## config.mk

```make
export PLATFORM = sky130hd
export DESIGN_NAME = cobs_frame_receiver_validator
export DESIGN_NICKNAME = d
export VERILOG_FILES = /design/src/hdl/cfv_pkg.sv /design/src/hdl/cfv_in_reg.sv /design/src/hdl/cfv_decoder.sv /design/src/hdl/cfv_out_reg.sv /design/src/hdl/cobs_frame_receiver_validator.sv
export SDC_FILE = /design/constraint.sdc
export NUM_CORES = 1
export LEC_CHECK = 0
export ABC_CLOCK_PERIOD_IN_PS = 7500
export BUFFER_PORTS_ARGS = -buffer_cell sky130_fd_sc_hd__clkbuf_2
export CORE_ASPECT_RATIO = 1.25
export CORE_MARGIN = 2
export CORE_UTILIZATION = 35
export CTS_BUF_LIST = sky130_fd_sc_hd__clkbuf_4
export DETAILED_ROUTE_END_ITERATION = 8
export GPL_TIMING_DRIVEN = 1
export SLEW_MARGIN = 15
export SYNTH_ARGS = -nofsm -noshare
export SYNTH_HDL_FRONTEND = slang
export SYNTH_SLANG_ARGS = --single-unit
export TNS_END_PERCENT = 5
```

## constraint.sdc

```tcl
create_clock -name clk_i -period 7.5 [get_ports clk_i]
set_input_delay 1.5 -clock clk_i [delete_from_list [all_inputs] [get_ports clk_i]]
set_output_delay 1.5 -clock clk_i [all_outputs]
set_load 0.05 [all_outputs]
```

## src/hdl/cfv_pkg.sv

```systemverilog
// Shared types and constants for the COBS frame receiver and validator.
package cfv_pkg;

  localparam int unsigned HeaderLen = 8;

  localparam logic [7:0] Delimiter = 8'h00;
  localparam logic [7:0] CodeMax   = 8'hFF;

  localparam int unsigned CfgIndexW = 2;
  localparam int unsigned CfgDataW  = 16;

  localparam logic [CfgIndexW-1:0] CfgMaxPayload = 2'd0;
  localparam logic [CfgIndexW-1:0] CfgMaxName    = 2'd1;

  localparam logic [15:0] MaxPayloadReset = 16'd256;
  localparam logic [7:0]  MaxNameReset    = 8'd64;

  typedef enum logic [0:0] {
    ACT_BYTE    = 1'b0,
    ACT_OVERRUN = 1'b1
  } action_e;

  typedef enum logic [1:0] {
    RGN_HEADER  = 2'd0,
    RGN_PAYLOAD = 2'd1,
    RGN_NAME    = 2'd2
  } region_e;

  typedef enum logic [3:0] {
    ST_OK           = 4'd0,
    ST_COBS_TRUNC   = 4'd1,
    ST_SHORT        = 4'd2,
    ST_BAD_PAYLOAD  = 4'd3,
    ST_BAD_NAME     = 4'd4,
    ST_MISMATCH     = 4'd5,
    ST_UNTERMINATED = 4'd6,
    ST_TOO_LARGE    = 4'd7,
    ST_OVERRUN      = 4'd8
  } status_e;

  typedef struct packed {
    action_e    action;
    logic [7:0] rx_byte;
  } item_t;

  typedef struct packed {
    logic        is_verdict;
    logic [7:0]  decoded_byte;
    region_e     region;
    status_e     frame_status;
    logic [31:0] payload_size;
    logic [31:0] name_length;
  } result_t;

endpackage

```

## src/hdl/cfv_in_reg.sv

```systemverilog
// Input register: holds one received word until the decoder takes it.
module cfv_in_reg (
  input  logic          clk_i,
  input  logic          rst_ni,
  input  logic          in_valid_i,
  input  cfv_pkg::item_t in_item_i,
  output logic          in_ready_o,
  input  logic          advance_i,
  output logic          valid_o,
  output cfv_pkg::item_t item_o
);
  import cfv_pkg::*;

  logic  valid_q, valid_d;
  item_t item_q;

  assign in_ready_o = !valid_q || advance_i;

  always_comb begin
    valid_d = valid_q;
    if (in_valid_i && in_ready_o) begin
      valid_d = 1'b1;
    end else if (advance_i) begin
      valid_d = 1'b0;
    end
  end

  always_ff @(posedge clk_i or negedge rst_ni) begin
    if (!rst_ni) begin
      valid_q <= 1'b0;
    end else begin
      valid_q <= valid_d;
    end
  end

  always_ff @(posedge clk_i) begin
    if (in_valid_i && in_ready_o) begin
      item_q <= in_item_i;
    end
  end

  assign valid_o = valid_q;
  assign item_o  = item_q;

endmodule

```

## src/hdl/cfv_decoder.sv

```systemverilog
// COBS decode state, region tagging and end-of-frame checks.
module cfv_decoder #(
  parameter int unsigned FrameCapacity = 512
) (
  input  logic             clk_i,
  input  logic             rst_ni,
  input  logic             advance_i,
  input  cfv_pkg::item_t   item_i,
  input  logic [15:0]      max_payload_size_i,
  input  logic [7:0]       max_name_size_i,
  output logic             has_result_o,
  output cfv_pkg::result_t result_o
);
  import cfv_pkg::*;

  localparam int unsigned CntW = $clog2(FrameCapacity + 1);
  localparam logic [CntW-1:0] Capacity = CntW'(FrameCapacity);

  logic            dropping_q, dropping_d;
  logic [CntW-1:0] enc_cnt_q, enc_cnt_d;
  logic [7:0]      grp_rem_q, grp_rem_d;
  logic            zero_pend_q, zero_pend_d;
  logic [CntW-1:0] dec_cnt_q, dec_cnt_d;
  logic [63:0]     hdr_q, hdr_d;
  logic            last_zero_q, last_zero_d;

  logic        emit;
  logic [7:0]  emit_byte;
  logic [63:0] hdr_upd;
  region_e     emit_region;
  status_e     judge;
  logic [31:0] ps, nl;
  logic        frame_open;

  assign ps         = hdr_q[31:0];
  assign nl         = hdr_q[63:32];
  assign frame_open = !dropping_q && (enc_cnt_q != '0);

  // Checks at the delimiter; the length sum only matters once both sizes
  // are within their limits, so 18 bits hold it.
  always_comb begin
    if (grp_rem_q != 8'd0) begin
      judge = ST_COBS_TRUNC;
    end else if (dec_cnt_q < CntW'(HeaderLen)) begin
      judge = ST_SHORT;
    end else if (ps == 32'd0 || ps > {16'd0, max_payload_size_i}) begin
      judge = ST_BAD_PAYLOAD;
    end else if (nl == 32'd0 || nl > {24'd0, max_name_size_i}) begin
      judge = ST_BAD_NAME;
    end else if (18'(dec_cnt_q) != 18'(HeaderLen) + 18'(ps[15:0]) + 18'(nl[7:0])) begin
      judge = ST_MISMATCH;
    end else if (!last_zero_q) begin
      judge = ST_UNTERMINATED;
    end else begin
      judge = ST_OK;
    end
  end

  // Region of the byte at the current decoded position, header after update.
  always_comb begin
    hdr_upd = hdr_q;
    if (dec_cnt_q < CntW'(HeaderLen)) begin
      hdr_upd[{dec_cnt_q[2:0], 3'b000} +: 8] = emit_byte;
      emit_region = RGN_HEADER;
    end else if ((32'(dec_cnt_q) - 32'(HeaderLen)) < ps) begin
      emit_region = RGN_PAYLOAD;
    end else begin
      emit_region = RGN_NAME;
    end
  end

  always_comb begin
    dropping_d  = dropping_q;
    enc_cnt_d   = enc_cnt_q;
    grp_rem_d   = grp_rem_q;
    zero_pend_d = zero_pend_q;
    dec_cnt_d   = dec_cnt_q;
    hdr_d       = hdr_q;
    last_zero_d = last_zero_q;
    emit        = 1'b0;
    emit_byte   = 8'd0;

    has_result_o          = 1'b0;
    result_o.is_verdict   = 1'b1;
    result_o.decoded_byte = 8'd0;
    result_o.region       = RGN_HEADER;
    result_o.frame_status = ST_OK;
    result_o.payload_size = hdr_q[31:0];
    result_o.name_length  = hdr_q[63:32];

    priority if (item_i.action == ACT_OVERRUN) begin
      has_result_o          = frame_open;
      result_o.frame_status = ST_OVERRUN;
      dropping_d            = 1'b1;
    end else if (item_i.rx_byte == Delimiter) begin
      has_result_o          = frame_open;
      result_o.frame_status = judge;
      dropping_d            = 1'b0;
    end else if (dropping_q) begin
      has_result_o = 1'b0;
    end else if (enc_cnt_q >= Capacity) begin
      has_result_o          = 1'b1;
      result_o.frame_status = ST_TOO_LARGE;
      dropping_d            = 1'b1;
    end else begin
      enc_cnt_d = enc_cnt_q + 1'b1;
      if (grp_rem_q == 8'd0) begin
        // code byte: release the implied zero of the previous group
        emit        = zero_pend_q;
        emit_byte   = 8'd0;
        grp_rem_d   = item_i.rx_byte - 8'd1;
        zero_pend_d = (item_i.rx_byte != CodeMax);
      end else begin
        emit      = 1'b1;
        emit_byte = item_i.rx_byte;
        grp_rem_d = grp_rem_q - 8'd1;
      end
    end

    if (emit) begin
      has_result_o          = 1'b1;
      result_o.is_verdict   = 1'b0;
      result_o.decoded_byte = emit_byte;
      result_o.region       = emit_region;
      result_o.payload_size = hdr_upd[31:0];
      result_o.name_length  = hdr_upd[63:32];
      hdr_d                 = hdr_upd;
      dec_cnt_d             = dec_cnt_q + 1'b1;
      last_zero_d           = (emit_byte == 8'd0);
    end

    // any verdict or drop start closes the frame
    if (item_i.action == ACT_OVERRUN || item_i.rx_byte == Delimiter ||
        (!dropping_q && enc_cnt_q >= Capacity)) begin
      enc_cnt_d   = '0;
      grp_rem_d   = 8'd0;
      zero_pend_d = 1'b0;
      dec_cnt_d   = '0;
      hdr_d       = 64'd0;
      last_zero_d = 1'b0;
    end
  end

  always_ff @(posedge clk_i or negedge rst_ni) begin
    if (!rst_ni) begin
      dropping_q  <= 1'b0;
      enc_cnt_q   <= '0;
      grp_rem_q   <= 8'd0;
      zero_pend_q <= 1'b0;
      dec_cnt_q   <= '0;
      hdr_q       <= 64'd0;
      last_zero_q <= 1'b0;
    end else if (advance_i) begin
      dropping_q  <= dropping_d;
      enc_cnt_q   <= enc_cnt_d;
      grp_rem_q   <= grp_rem_d;
      zero_pend_q <= zero_pend_d;
      dec_cnt_q   <= dec_cnt_d;
      hdr_q       <= hdr_d;
      last_zero_q <= last_zero_d;
    end
  end

endmodule

```

## src/hdl/cfv_out_reg.sv

```systemverilog
// Result register: holds one result word until the receiver takes it.
module cfv_out_reg (
  input  logic             clk_i,
  input  logic             rst_ni,
  input  logic             load_i,
  input  cfv_pkg::result_t result_i,
  input  logic             ready_i,
  output logic             valid_o,
  output cfv_pkg::result_t result_o
);
  import cfv_pkg::*;

  logic    valid_q, valid_d;
  result_t result_q;

  always_comb begin
    valid_d = valid_q;
    if (load_i) begin
      valid_d = 1'b1;
    end else if (ready_i) begin
      valid_d = 1'b0;
    end
  end

  always_ff @(posedge clk_i or negedge rst_ni) begin
    if (!rst_ni) begin
      valid_q <= 1'b0;
    end else begin
      valid_q <= valid_d;
    end
  end

  always_ff @(posedge clk_i) begin
    if (load_i) begin
      result_q <= result_i;
    end
  end

  assign valid_o  = valid_q;
  assign result_o = result_q;

endmodule

```

## src/hdl/cobs_frame_receiver_validator.sv

```systemverilog
// Top level of the COBS frame receiver and validator.
//
// Input channel (in_valid_i/in_ready_o): one word per received UART byte
// (action_i = 0) or per receive overrun event (action_i = 1). Bytes between
// 0x00 delimiters are COBS-decoded; each decoded byte leaves on the output
// channel (out_valid_o/out_ready_i) tagged with its region, and a delimiter
// closing a non-empty frame yields one verdict word with frame_status_o.
// Oversized frames, and overruns within an open frame, give an immediate verdict;
// both start dropping bytes up to the next delimiter.
// A word lands in the input register when it is accepted, and its result moves
// on into the result register, which raises out_valid_o. Throughput: one word
// per cycle while the receiver keeps taking results; the decode state updates
// once per word.
// The limit registers are written through cfg_we_i/cfg_index_i/cfg_wdata_i;
// the user must write them only while the block is idle, which it does not enforce.
// Reset clears both registers' valid flags and the decode state, and loads
// max payload 256 and max name 64.
// When the receiver stalls, the result register holds its word; the input
// register keeps taking words that yield no result, and fills after one more.
module cobs_frame_receiver_validator #(
  parameter int unsigned FRAME_CAPACITY = 512
) (
  input  logic                              clk_i,
  input  logic                              rst_ni,
  input  logic                              in_valid_i,
  output logic                              in_ready_o,
  input  logic                              action_i,
  input  logic [7:0]                        rx_byte_i,
  output logic                              out_valid_o,
  input  logic                              out_ready_i,
  output logic                              is_verdict_o,
  output logic [7:0]                        decoded_byte_o,
  output logic [1:0]                        region_o,
  output logic [3:0]                        frame_status_o,
  output logic [31:0]                       payload_size_o,
  output logic [31:0]                       name_length_o,
  input  logic                              cfg_we_i,
  input  logic [cfv_pkg::CfgIndexW-1:0]     cfg_index_i,
  input  logic [cfv_pkg::CfgDataW-1:0]      cfg_wdata_i
);
  import cfv_pkg::*;

  logic [15:0] max_payload_q;
  logic [7:0]  max_name_q;

  item_t   in_item;
  item_t   s_item;
  logic    s_valid;
  logic    advance;
  logic    has_result;
  result_t dec_result;
  result_t out_result;

  always_ff @(posedge clk_i or negedge rst_ni) begin
    if (!rst_ni) begin
      max_payload_q <= MaxPayloadReset;
      max_name_q    <= MaxNameReset;
    end else if (cfg_we_i) begin
      if (cfg_index_i == CfgMaxPayload) begin
        max_payload_q <= cfg_wdata_i;
      end else if (cfg_index_i == CfgMaxName) begin
        max_name_q <= cfg_wdata_i[7:0];
      end
    end
  end

  assign in_item.action  = action_e'(action_i);
  assign in_item.rx_byte = rx_byte_i;

  // advance when the word yields nothing or the result register frees up
  assign advance = s_valid && (!has_result || !out_valid_o || out_ready_i);

  cfv_in_reg u_in_reg (
    .clk_i      (clk_i),
    .rst_ni     (rst_ni),
    .in_valid_i (in_valid_i),
    .in_item_i  (in_item),
    .in_ready_o (in_ready_o),
    .advance_i  (advance),
    .valid_o    (s_valid),
    .item_o     (s_item)
  );

  cfv_decoder #(
    .FrameCapacity (FRAME_CAPACITY)
  ) u_decoder (
    .clk_i              (clk_i),
    .rst_ni             (rst_ni),
    .advance_i          (advance),
    .item_i             (s_item),
    .max_payload_size_i (max_payload_q),
    .max_name_size_i    (max_name_q),
    .has_result_o       (has_result),
    .result_o           (dec_result)
  );

  cfv_out_reg u_out_reg (
    .clk_i    (clk_i),
    .rst_ni   (rst_ni),
    .load_i   (advance && has_result),
    .result_i (dec_result),
    .ready_i  (out_ready_i),
    .valid_o  (out_valid_o),
    .result_o (out_result)
  );

  assign is_verdict_o   = out_result.is_verdict;
  assign decoded_byte_o = out_result.decoded_byte;
  assign region_o       = out_result.region;
  assign frame_status_o = out_result.frame_status;
  assign payload_size_o = out_result.payload_size;
  assign name_length_o  = out_result.name_length;

  a_stage_holds: assert property (@(posedge clk_i) disable iff (!rst_ni)
    s_valid && !advance |=> s_valid && $stable(s_item))
    else $error("input register lost a word while blocked");

  a_no_overwrite: assert property (@(posedge clk_i) disable iff (!rst_ni)
    out_valid_o && !out_ready_i |-> !(advance && has_result))
    else $error("result register overwritten while stalled");

  a_verdict_fields: assert property (@(posedge clk_i) disable iff (!rst_ni)
    out_valid_o && is_verdict_o |-> decoded_byte_o == 8'd0 && region_o == RGN_HEADER)
    else $error("verdict carries data byte fields");

  a_byte_status: assert property (@(posedge clk_i) disable iff (!rst_ni)
    out_valid_o && !is_verdict_o |-> frame_status_o == ST_OK)
    else $error("decoded byte carries a status");

endmodule

```

==> results of run 1 <==
cells by family after synthesis:
| family | synth area share (%) |
|---|---|
| and+or+nand+nor | 18.5 |
| AOI/OAI and AO/OA | 15.5 |
| DFF | 48.2 |
| buffers and inverters | 5.43 |
| adders and majority gates | 8.15 |
| xor gates and xnor gates | 3.05 |
| muxes | 1.16 |
cell type report:
class,count,area (um^2)
multi-input cells,838,5470
clock buffers,72,541
well taps,423,529
inverters,87,327
fillers,3315,20000
diodes,1,2.50
flip-flops and latches,209,5670
clock inverters,34,173
repair buffers,121,631
flip-flops by register name (all words and copies together), names as in the netlist, 8 cells and up:
name / cells
u_decoder.enc_cnt_q: 10
u_decoder.dec_cnt_q: 10
u_out_reg.result_o: 79
max_name_q: 8
u_in_reg.item_o: 9
u_decoder.hdr_q: 64
u_decoder.grp_rem_q: 8
max_payload_q: 16
path summary, 6_finish.rpt:
path                       slack (ns)                     end  cells past startpoint                   start
min                              0.50           max_name_q[4]                      1           max_name_q[4]
max in group asynchronous        5.27  u_decoder.dec_cnt_q[6]                      2                  rst_ni
min reg2reg                      0.50           max_name_q[4]                      1           max_name_q[4]
max reg2reg                      3.83  u_out_reg.result_o[69]                     13  u_decoder.dec_cnt_q[5]
min in group asynchronous        0.81     u_decoder.hdr_q[15]                      1                  rst_ni
max                              3.08              in_ready_o                      7  u_decoder.grp_rem_q[3]
worst register-to-register path, stage by stage, from the launching register on:
cell and delay (ns):
dfrtp_1 0.52, nor2_1 0.25, nand3_1 0.17, nor4_2 0.17, buf_4 0.31, ha_1 0.30
a21o_1 0.16, a21o_1 0.16, a21o_1 0.16, a21o_1 0.16, a221oi_1 0.33, o221ai_1 0.16
a211o_1 0.37, nor3b_1 0.16
routing by layer:
metal / vias up / wire length, um
li1: 4621 / -
met1: 4630 / 14300
met4: 0 / 1350
met5: - / 0
met2: 286 / 17100
met3: 79 / 1860
placed cells by master (no fill, tap or decap), types with 12 or more instances in the layout:
master	instances
ha_1	75
and2_1	12
clkinv_1	22
o21ai_0	144
dfrtp_1	119
clkbuf_2	111
nand3_1	98
a21oi_1	27
edfxtp_1	88
xor2_1	20
nor3_1	17
inv_1	86
a21o_1	20
a22o_1	26
nor4_1	21
nand4_1	24
nor2_1	59
clkbuf_4	72
xnor2_1	21
nand2_1	127
report_power, final:
part	switching [mW]	internal (mW)	total (mW)
Combinational	0.783	0.288	1.07
Clock	0.516	0.494	1.01
Sequential	0.100	1.37	1.47
Total	1.40	2.15	3.55
==> results.md, run 1 <==
| Step | Result | Value |
|---|---|---|
| clock tree | Maximum root-to-sink buffer count | 3 |
| clock tree | Total number of clock tree sinks | 209 |
| yosys | Synthesized Nets | 1309 |
| detailed routing | WL/cell | 19.4 um |
| place | Half-perimeter wire length after detailed placement | 25000 um |
| detailed routing | Length of the first detailed-routing pass in iterations | 8 |
| yosys | Post-synth top area cell | dfrtp_1 |
| global routing | GRT overflow | 0 |
| global routing | Met3 routing resource usage after global routing | 3.54% |
| outcome | Status | completed |
| place | Routability congestion estimate | 0.908 |
| yosys | Synthesized netlist cell count | 1201 |
| clock tree | CTS hold repair buffers | 0 |
| sta | Final Critical Period | 4.42 ns |
| critical path | Worst path arrival time | 2.92 ns |
| global routing | Most utilized layer in the global route result | met2 |
| flow run | Max_cap viols | 0 |
| sta | Setup repair after global routing missed its margin | no |
| place | Placement Cell Area | 12600 um^2 |
| sta | Sum of negative setup slack | 0 ns |
| finish | Share of cells above drive strength 1 | 18.1% |
| yosys | Sequential fraction of the synthesis area | 48.2% |
| detailed routing | Detailed-route DRC error count | 0 |
| finish | Number of cells in the finished layout apart from fillers | 1785 |
| yosys | Number of unique standard cell types used by synthesis | 82 |
| sta | Max Clk Rate | 226 MHz |
| finish | Area growth from synthesis to layout | 13.5% |
| detailed routing | Vias | 9616 |
| global routing | Initial antenna violation count | 1 |
| sta | Max Slew Vio Count | 0 |
| power and ir drop | Final Power | 3.55 mW |
| sta | Worst Hold Margin | 0.505 ns |
| detailed routing | Via density per instance | 5.39 |
| critical path | Cells along the critical path | or4_4 -> nor4_4 -> mux2i_2 -> o2111ai_4 -> inv_1 -> nand2_1 -> clkbuf_2 |
| sta | Hold violation count in the final report | 0 |
| critical path | CP Buf/Inv Count | 2 |
| floorplanning | Starting Density | 35.3% |
| critical path | Cell at the slowest stage of the critical path | or4_4 |
| critical path | Family of cells with the greatest summed delay on the critical path | simple AND/OR/NAND/NOR gates |
| global routing | First-pass GRT wire length | 54400 um |
| sta | Final worst-path cycle share | 58.9% |
| clock tree | Root Buffer Master | clkbuf_4 |
| yosys | Async SR Flop Fraction | 57.9% |
| yosys | Top-area cell type share of the netlist area | 25.3% |
| power and ir drop | Worst ir drop on vdd | 0.114 mV |
| clock tree | CTS tree | built |
| global routing | Global-route usage over all layers | 20.0% |
| finish | Final instance area | 13300 um^2 |
| finish | Final-stage net count | 1421 |
| yosys | Register bit count reported by yosys | 209 |
| power and ir drop | PwrDens | 266 nW/um^2 |
| detailed routing | Final ANT Viol Nets | 0 |
| place | Count of buffers inserted at the top-level ports | 112 |
| floorplanning | DIE AREA | 35100 um^2 |
| critical path | Startpoint kind of the worst setup timing path | register |
| yosys | Most instantiated flip-flop cell in the synthesis netlist | dfrtp_1 |
| floorplanning | Chip width | 168 um |
| sta | Final setup violation count | 0 |
| finish | Utilization after layout | 40.1% |
| floorplanning | Placement Rows | 75 |
| sta | Worst setup slack after layout | 3.08 ns |
| yosys | Number of flops mapped to enable cells by yosys | 88 |
| sta | Headroom to the max-slew limit | 29.0% |
| min path | Min-Delay Path Class | register to register |
| global routing | GR Layer Usage met1 | 24.6% |
| yosys | Area of the mapped netlist | 11800 um^2 |
| clock tree | H-Tree Depth | 2 |
| sta | Measured slew at the worst slew-check pin | 1.07 ns |
| detailed routing | First DRT Iteration DRCs | 754 |
| yosys | Synthesized area per cell | 9.79 um^2 |
| clock tree | Worst skew pair latency | 0.75 ns |
| global routing | Met2 Track Usage GR | 34.3% |
| clock tree | Post-CTS Setup Inserts | 0 |
| critical path | Worst EP required | 6.00 ns |
| clock tree | Clock-pin transition on the worst setup and hold timing paths | 0.06 ns |
| sta | Worst clock skew | 0.0534 ns |
| floorplanning | Placeable core region | 33300 um^2 |
| yosys | Number of warnings issued by yosys | 0 |
| floorplanning | Ports | 113 |
| yosys | Post-synth top cells | o21ai_0, nand2_1, dfrtp_1 |
| critical path | Critical Setup Path Class | register to output port |
| global routing | Pin count of the biggest net entering global routing | 80 |
| detailed routing | Overall routed net length | 34700 um |
| place | Dpl cells | 1678 |
| global routing | Via count of the first global-routing pass | 9660 |
| yosys | Synth area leaders | dfrtp_1, edfxtp_1, ha_1 |
| clock tree | Number of instances resized during post-cts repair | 0 |
| clock tree | Cts bufs inserted | 56 |
| critical path | Largest stage delay on the critical path | 0.59 ns |
| floorplanning | DIE HEIGHT | 209 um |
| critical path | Worst setup EP type | output port |
| critical path | Critical path peak fanout | 6 |
| place | Worst slack after detailed placement | 3.68 ns |
| power and ir drop | Leak | 5.60 nW |
| yosys | Count leader, synth | o21ai_0 |
(Power assumes the default switching activity.)
==> run 2, diff against run 1 <==
--- a/config.mk
+++ b/config.mk
@@ -5,7 +5,7 @@
 export SDC_FILE = /design/constraint.sdc
 export NUM_CORES = 1
 export LEC_CHECK = 0
-export ABC_CLOCK_PERIOD_IN_PS = 7500
+export ABC_CLOCK_PERIOD_IN_PS = 4200
 export BUFFER_PORTS_ARGS = -buffer_cell sky130_fd_sc_hd__clkbuf_2
 export CORE_ASPECT_RATIO = 1.25
 export CORE_MARGIN = 2
==> constraint.sdc (replaced) <==
create_clock -name clk_i -period 4.2 [get_ports clk_i]
set_input_delay 0.84 -clock clk_i [delete_from_list [all_inputs] [get_ports clk_i]]
set_output_delay 0.84 -clock clk_i [all_outputs]
set_load 0.05 [all_outputs]
==> run 2 against run 1 <==
  * Cell count up 0.62%
  * Via count down 0.29%
  * Clock power up 85%
  * Register-to-register slack worse by 3.1 ns
  * Utilization up 0.36 points
  * Hold slack worse by 0.31 ns
  * Clock skew up 0.0051 ns
  * Cell area up 0.89%
  * First-iteration DRC count down 19%
  * Routed wire length about the same
  * Largest cell class unchanged
  * Highest routed layer unchanged
==> results.md, run 2 (synthesized netlist as in run 1, its figures left out) <==
| Step | Result | Value | Change |
|---|---|---|---|
| global routing | Global-route usage over all layers | 20.0% | about the same |
| global routing | Via count of the first global-routing pass | 9853 | was 9660 |
| sta | Setup repair after global routing missed its margin | no | unchanged |
| clock tree | Worst skew pair latency | 0.73 ns | was 0.75 ns |
| place | Routability congestion estimate | 0.921 | was 0.908 |
| finish | Commonest cells after routing, fill and taps aside | o21ai_0, nand2_1, dfrtp_1 | unchanged |
| floorplanning | DIE HEIGHT | 209 um | unchanged |
| floorplanning | Starting Density | 35.3% | unchanged |
| critical path | Largest stage delay on the critical path | 0.59 ns | about the same |
| finish | Number of cells in the finished layout apart from fillers | 1796 | was 1785 |
| clock tree | Post-CTS Setup Inserts | 0 | unchanged |
| clock tree | CTS hold repair buffers | 0 | unchanged |
| global routing | First-pass GRT wire length | 54600 um | was 54400 um |
| place | Dpl cells | 1686 | was 1678 |
| critical path | Cell at the slowest stage of the critical path | or4_4 | unchanged |
| clock tree | H-Tree Depth | 2 | unchanged |
| power and ir drop | Leak | 5.67 nW | was 5.60 nW |
| sta | Final Critical Period | 3.78 ns |  |
| place | Count of buffers inserted at the top-level ports | 112 | unchanged |
| sta | Headroom to the max-slew limit | 43.8% | was 29.0% |
| global routing | GRT overflow | 0 | unchanged |
| sta | Worst clock skew | 0.0585 ns | was 0.0534 ns |
| min path | Min-Delay Path Class | primary input to asynchronous set/reset pin | was register to register |
| floorplanning | Placeable core region | 33300 um^2 | unchanged |
| floorplanning | Ports | 113 | unchanged |
| critical path | Startpoint kind of the worst setup timing path | register | unchanged |
| detailed routing | Via density per instance | 5.34 | was 5.39 |
| sta | Final worst-path cycle share | 89.9% |  |
| finish | Flip-flop count of the largest register, all copies and words added | 79 | unchanged |
| clock tree | Maximum root-to-sink buffer count | 3 | unchanged |
| clock tree | Number of instances resized during post-cts repair | 0 | unchanged |
| critical path | Worst EP required | 3.36 ns | was 6.00 ns |
| detailed routing | First DRT Iteration DRCs | 608 | was 754 |
| sta | Max Clk Rate | 265 MHz |  |
| power and ir drop | Final Power | 6.44 mW | was 3.55 mW |
| floorplanning | Placement Rows | 75 | unchanged |
| finish | Final-stage net count | 1430 | was 1421 |
| finish | Area growth from synthesis to layout | 14.5% | was 13.5% |
| detailed routing | Final ANT Viol Nets | 0 | unchanged |
| floorplanning | Chip width | 168 um | unchanged |
| detailed routing | Overall routed net length | 34700 um | about the same |
| outcome | Status | completed | unchanged |
| critical path | Cells along the critical path | or4_4 -> nor4_4 -> mux2i_2 -> o2111ai_4 -> inv_1 -> nand2_1 -> clkbuf_2 | unchanged |
| critical path | Critical Setup Path Class | register to output port | unchanged |
| clock tree | Clock-pin transition on the worst setup and hold timing paths | 0.07 ns | was 0.06 ns |
| critical path | Critical path peak fanout | 6 | unchanged |
| global routing | Pin count of the biggest net entering global routing | 80 | unchanged |
| critical path | Worst setup EP type | output port | unchanged |
| sta | Measured slew at the worst slew-check pin | 0.842 ns | was 1.07 ns |
| clock tree | Root Buffer Master | clkbuf_4 | unchanged |
| detailed routing | Detailed-route DRC error count | 0 | unchanged |
| detailed routing | WL/cell | 19.3 um | was 19.4 um |
| finish | Most frequent standard cell in the layout excluding fill and tap cells | o21ai_0 | unchanged |
| clock tree | Total number of clock tree sinks | 209 | unchanged |
| sta | Max Slew Vio Count | 0 | unchanged |
| clock tree | Cts bufs inserted | 57 | was 56 |
| clock tree | CTS tree | built | unchanged |
| critical path | Worst path arrival time | 2.94 ns | was 2.92 ns |
| finish | Count of fill cells added during filler insertion | 3296 | was 3315 |
| sta | Hold violation count in the final report | 0 | unchanged |
| flow run | Max_cap viols | 0 | unchanged |
| detailed routing | Vias | 9588 | was 9616 |
| sta | Worst Hold Margin | 0.197 ns | was 0.505 ns |
| power and ir drop | Worst ir drop on vdd | 0.193 mV | was 0.114 mV |
| place | Half-perimeter wire length after detailed placement | 25700 um | was 25000 um |
| global routing | Initial antenna violation count | 1 | unchanged |
| sta | Final setup violation count | 0 | unchanged |
| floorplanning | DIE AREA | 35100 um^2 | unchanged |
| finish | Share of cells above drive strength 1 | 19.0% | was 18.1% |
| power and ir drop | PwrDens | 478 nW/um^2 | was 266 nW/um^2 |
| detailed routing | Length of the first detailed-routing pass in iterations | 7 | was 8 |
| sta | Sum of negative setup slack | 0 ns | unchanged |
==> run 2: cell types whose count changed in the layout (fill, tap and decap cells not counted) <==
cell      previous run  this run
buf_12               0         1
buf_4               10        17
clkbuf_4            72        84
clkinv_1            22        17
clkinv_2             8         5
diode_2              1         2
inv_2                2         1
inv_6                1         0
==> run 2: path summary, 6_finish.rpt <==
check | startpoint | to | slack [ns] | cells past startpoint
max | u_decoder.grp_rem_q[3] | in_ready_o | 0.42 | 7
min in group clk_i | rx_byte_i[1] | u_in_reg.item_o[1] | 0.29 | 1
max reg2reg | u_decoder.dec_cnt_q[5] | u_out_reg.result_o[69] | 0.74 | 13
min reg2reg | max_name_q[7] | max_name_q[7] | 0.50 | 1
max in group asynchronous | rst_ni | max_payload_q[8] | 3.12 | 2
min | rst_ni | u_decoder.dec_cnt_q[2] | 0.20 | 1
==> run 2: report_power, final <==
group          switching [mW]  internal [mW]  total, mW
registers               0.182           2.43       2.62
logic                    1.42          0.536       1.96
clock network           0.886          0.982       1.87
==> run 2: worst max-delay path: cells and delay by family, from the launching register on <==
| family | cells | cell delay [ns] |
|---|---|---|
| AO/OA/AOI/OAI | 1 | 0.28 |
| multiplexers | 1 | 0.15 |
| flip-flops | 1 | 0.42 |
| buffers and inverters | 2 | 0.37 |
| AND/OR/NAND/NOR | 3 | 1.00 |
==> run 2: stage by stage <==
step                instance area, um^2  util (%)  setup WS, ns
global route                      13500      40.4         0.253
detailed placement                12700      38.1         0.740
global placement                  12700      38.1         0.793
finish                            13500      40.4         0.424
floorplan                         11800         -        -0.545
CTS                               13500      40.4         0.332
==> run 2: area by class of cell <==
cell class                      instances  area (um^2)  area share, %
Clock buffer                           84          631           4.68
Timing Repair Buffer                  129          703           5.22
Antenna cell                            2         5.00         0.0372
Tap cell                              423          529           3.93
Inverter                               87          327           2.43
Multi-Input combinational cell        838         5470           40.6
Sequential cell                       209         5670           42.1
Clock inverter                         24          126          0.939
==> run 2: per-layer routing <==
layer	part of all wire (%)	wire length [um]	up-vias	track usage [%]
met5	0	0	-	0
met4	4.4	1520	0	9.96
met3	6.0	2090	89	4.07
met2	49	16900	341	34.6
met1	41	14100	4515	23.7
li1	-	-	4643	-
==> run 3, diff against run 2 <==
==> constraint.sdc (replaced) <==
create_clock -name clk_i -period 4.2 [get_ports clk_i]
set_input_delay 1.05 -clock clk_i [delete_from_list [all_inputs] [get_ports clk_i]]
set_output_delay 1.05 -clock clk_i [all_outputs]
set_load 0.05 [all_outputs]
==> run 3 against run 2 <==
  * Worst setup slack lost 0.13 ns
  * Largest cell class unchanged
  * Largest power group unchanged
  * Sequential power hardly changed
  * Via count increased by 0.38%
  * Hold slack better by 0.23 ns
  * Combinational power barely moved
  * Maximum frequency down 3.3%
  * Clock skew shrank 0.036 ns
  * Routed wire length decreased by 0.30%
  * Critical endpoint unchanged
==> results.md, run 3 (synthesized netlist as in run 1, its figures left out) <==
| Step | Result | Value | Change |
|---|---|---|---|
| outcome | Status | completed | unchanged |
| finish | Share of cells above drive strength 1 | 18.4% | was 19.0% |
| finish | Area of the multi-input gates | 5470 um^2 | unchanged |
| sta | Final worst-path cycle share | 93.0% | was 89.9% |
| power and ir drop | Leak | 5.64 nW | was 5.67 nW |
| place | Placement Cell Area | 12700 um^2 | about the same |
| floorplanning | DIE AREA | 35100 um^2 | unchanged |
| finish | Register cell area after layout | 5670 um^2 | unchanged |
| finish | Final instance area | 13400 um^2 | was 13500 um^2 |
| min path | Min-Delay Path Class | primary input to asynchronous set/reset pin | unchanged |
| global routing | GRT overflow | 0 | unchanged |
| finish | Count of fill cells added during filler insertion | 3320 | was 3296 |
| floorplanning | Placeable core region | 33300 um^2 | unchanged |
| global routing | Global-route usage over all layers | 19.9% | was 20.0% |
| flow run | Max_cap viols | 0 | unchanged |
| clock tree | Clock-pin transition on the worst setup and hold timing paths | 0.06 ns | was 0.07 ns |
| detailed routing | Vias | 9624 | was 9588 |
| finish | Number of cells in the finished layout apart from fillers | 1790 | was 1796 |
| clock tree | Total number of clock tree sinks | 209 | unchanged |
| critical path | Worst path arrival time | 2.85 ns | was 2.94 ns |
| power and ir drop | PwrDens | 474 nW/um^2 | was 478 nW/um^2 |
| clock tree | Root Buffer Master | clkbuf_4 | unchanged |
| place | Count of buffers inserted at the top-level ports | 112 | unchanged |
| sta | Worst clock skew | 0.0224 ns | was 0.0585 ns |
| sta | Final Critical Period | 3.90 ns | was 3.78 ns |
| detailed routing | Length of the first detailed-routing pass in iterations | 5 | was 7 |
| floorplanning | Ports | 113 | unchanged |
| finish | Most frequent standard cell in the layout excluding fill and tap cells | o21ai_0 | unchanged |
| finish | Final-stage net count | 1428 | was 1430 |
| detailed routing | WL/cell | 19.3 um | about the same |
| global routing | Via count of the first global-routing pass | 9508 | was 9853 |
| floorplanning | Chip width | 168 um | unchanged |
| finish | Area growth from synthesis to layout | 14.0% | was 14.5% |
| place | Half-perimeter wire length after detailed placement | 25700 um | about the same |
| sta | Setup repair after global routing missed its margin | no | unchanged |
| finish | Commonest cells after routing, fill and taps aside | o21ai_0, nand2_1, dfrtp_1 | unchanged |
| power and ir drop | Worst ir drop on vdd | 0.208 mV | was 0.193 mV |
| sta | Max Clk Rate | 256 MHz | was 265 MHz |
| floorplanning | DIE HEIGHT | 209 um | unchanged |
| clock tree | H-Tree Depth | 2 | unchanged |
| place | Dpl cells | 1685 | was 1686 |
| clock tree | CTS hold repair buffers | 0 | unchanged |
| clock tree | Maximum root-to-sink buffer count | 3 | unchanged |
| critical path | Startpoint kind of the worst setup timing path | register | unchanged |
| critical path | Critical path peak fanout | 6 | unchanged |
| critical path | Largest stage delay on the critical path | 0.58 ns | was 0.59 ns |
| sta | Hold violation count in the final report | 0 | unchanged |
| detailed routing | Overall routed net length | 34500 um | was 34700 um |
| sta | Measured slew at the worst slew-check pin | 0.901 ns | was 0.842 ns |
| clock tree | Worst skew pair latency | 0.71 ns | was 0.73 ns |
| detailed routing | Via density per instance | 5.38 | was 5.34 |
| place | Routability congestion estimate | 0.920 | was 0.921 |
| critical path | Worst EP required | 3.15 ns | was 3.36 ns |
| clock tree | CTS tree | built | unchanged |
| floorplanning | Starting Density | 35.3% | unchanged |
| floorplanning | Placement Rows | 75 | unchanged |
| clock tree | Cts bufs inserted | 56 | was 57 |
| detailed routing | First DRT Iteration DRCs | 609 | was 608 |
| clock tree | Number of instances resized during post-cts repair | 0 | unchanged |
| detailed routing | Final ANT Viol Nets | 0 | unchanged |
| detailed routing | Detailed-route DRC error count | 0 | unchanged |
| sta | Headroom to the max-slew limit | 40.0% | was 43.8% |
| critical path | Critical Setup Path Class | register to output port | unchanged |
| critical path | Worst setup EP type | output port | unchanged |
| finish | Flip-flop count of the largest register, all copies and words added | 79 | unchanged |
| sta | Final setup violation count | 0 | unchanged |
| critical path | Cell at the slowest stage of the critical path | or4_4 | unchanged |
| critical path | Cells along the critical path | or4_4 -> nor4_4 -> mux2i_2 -> o2111ai_4 -> inv_1 -> nand2_1 -> clkbuf_2 | unchanged |
| global routing | Pin count of the biggest net entering global routing | 80 | unchanged |
| clock tree | Post-CTS Setup Inserts | 0 | unchanged |
| global routing | First-pass GRT wire length | 53800 um | was 54600 um |
| sta | Max Slew Vio Count | 0 | unchanged |
| global routing | Initial antenna violation count | 1 | unchanged |
==> run 3: cell count changes in the layout (fill, tap and decap cells not counted), sizes merged <==
cell,delta
buf,-1
inv,+2
clkinvlp,-1
clkbuf,-8
diode,-1
clkinv,+3
==> run 3: through the flow <==
| stage | power (mW) | setup slack (ns) | TNS, ns | hold WS (ns) | utilization (%) |
|---|---|---|---|---|---|
| after floorplan | 4.06 | -0.545 | -0.949 | 0.479 | - |
| after global placement | 4.59 | 0.792 | 0 | 0.492 | 38.1 |
| after global routing | 6.72 | 0.121 | 0 | 0.439 | 40.2 |
| final | 6.35 | 0.296 | 0 | 0.426 | 40.2 |
| after detailed placement | 4.62 | 0.748 | 0 | 0.495 | 38.1 |
| after CTS | 6.44 | 0.189 | 0 | 0.390 | 40.2 |
==> run 3: worst max-delay path: cells and delay by family (launching register included) <==
| kind | cells | cell delay [ns] |
|---|---|---|
| buffers and inverters | 2 | 0.36 |
| AO/OA/AOI/OAI | 1 | 0.27 |
| flip-flops | 1 | 0.41 |
| AND/OR/NAND/NOR | 3 | 0.97 |
| multiplexers | 1 | 0.15 |
==> run 3: cell type report <==
cell class	instances	area share (%)
well taps	423	3.95
clock buffers	76	4.26
multi-input cells	838	40.8
repair buffers	128	5.19
diodes	1	0.0187
flip-flops and latches	209	42.3
clock inverters	28	1.05
inverters	87	2.44
==> run 3: worst paths after layout <==
| kind | slack, ns | to | from | cells after the start |
|---|---|---|---|---|
| worst max-delay path | 0.30 | in_ready_o | u_decoder.grp_rem_q[3] | 7 |
| worst min-delay path | 0.43 | max_payload_q[9] | rst_ni | 1 |
| worst max register to register | 0.75 | u_out_reg.result_o[69] | u_decoder.dec_cnt_q[5] | 13 |
| worst min register to register | 0.51 | max_name_q[4] | max_name_q[4] | 1 |
| max in group asynchronous | 2.69 | u_decoder.grp_rem_q[5] | rst_ni | 2 |
| min in group clk_i | 0.51 | max_name_q[4] | max_name_q[4] | 1 |
==> run 3: report_power, final <==
group | leakage (nW) | internal [mW] | switching, mW
registers | 2.46 | 2.43 | 0.178
logic | 2.76 | 0.536 | 1.42
clock network | 0.421 | 0.909 | 0.870
==> run 3: per-layer routing <==
layer,vias up,routed length (um),track usage (%)
li1,4649,-,-
met1,4608,14400,24.5
met2,286,17000,33.7
met3,81,1660,3.26
met4,0,1490,9.99
met5,-,0,0
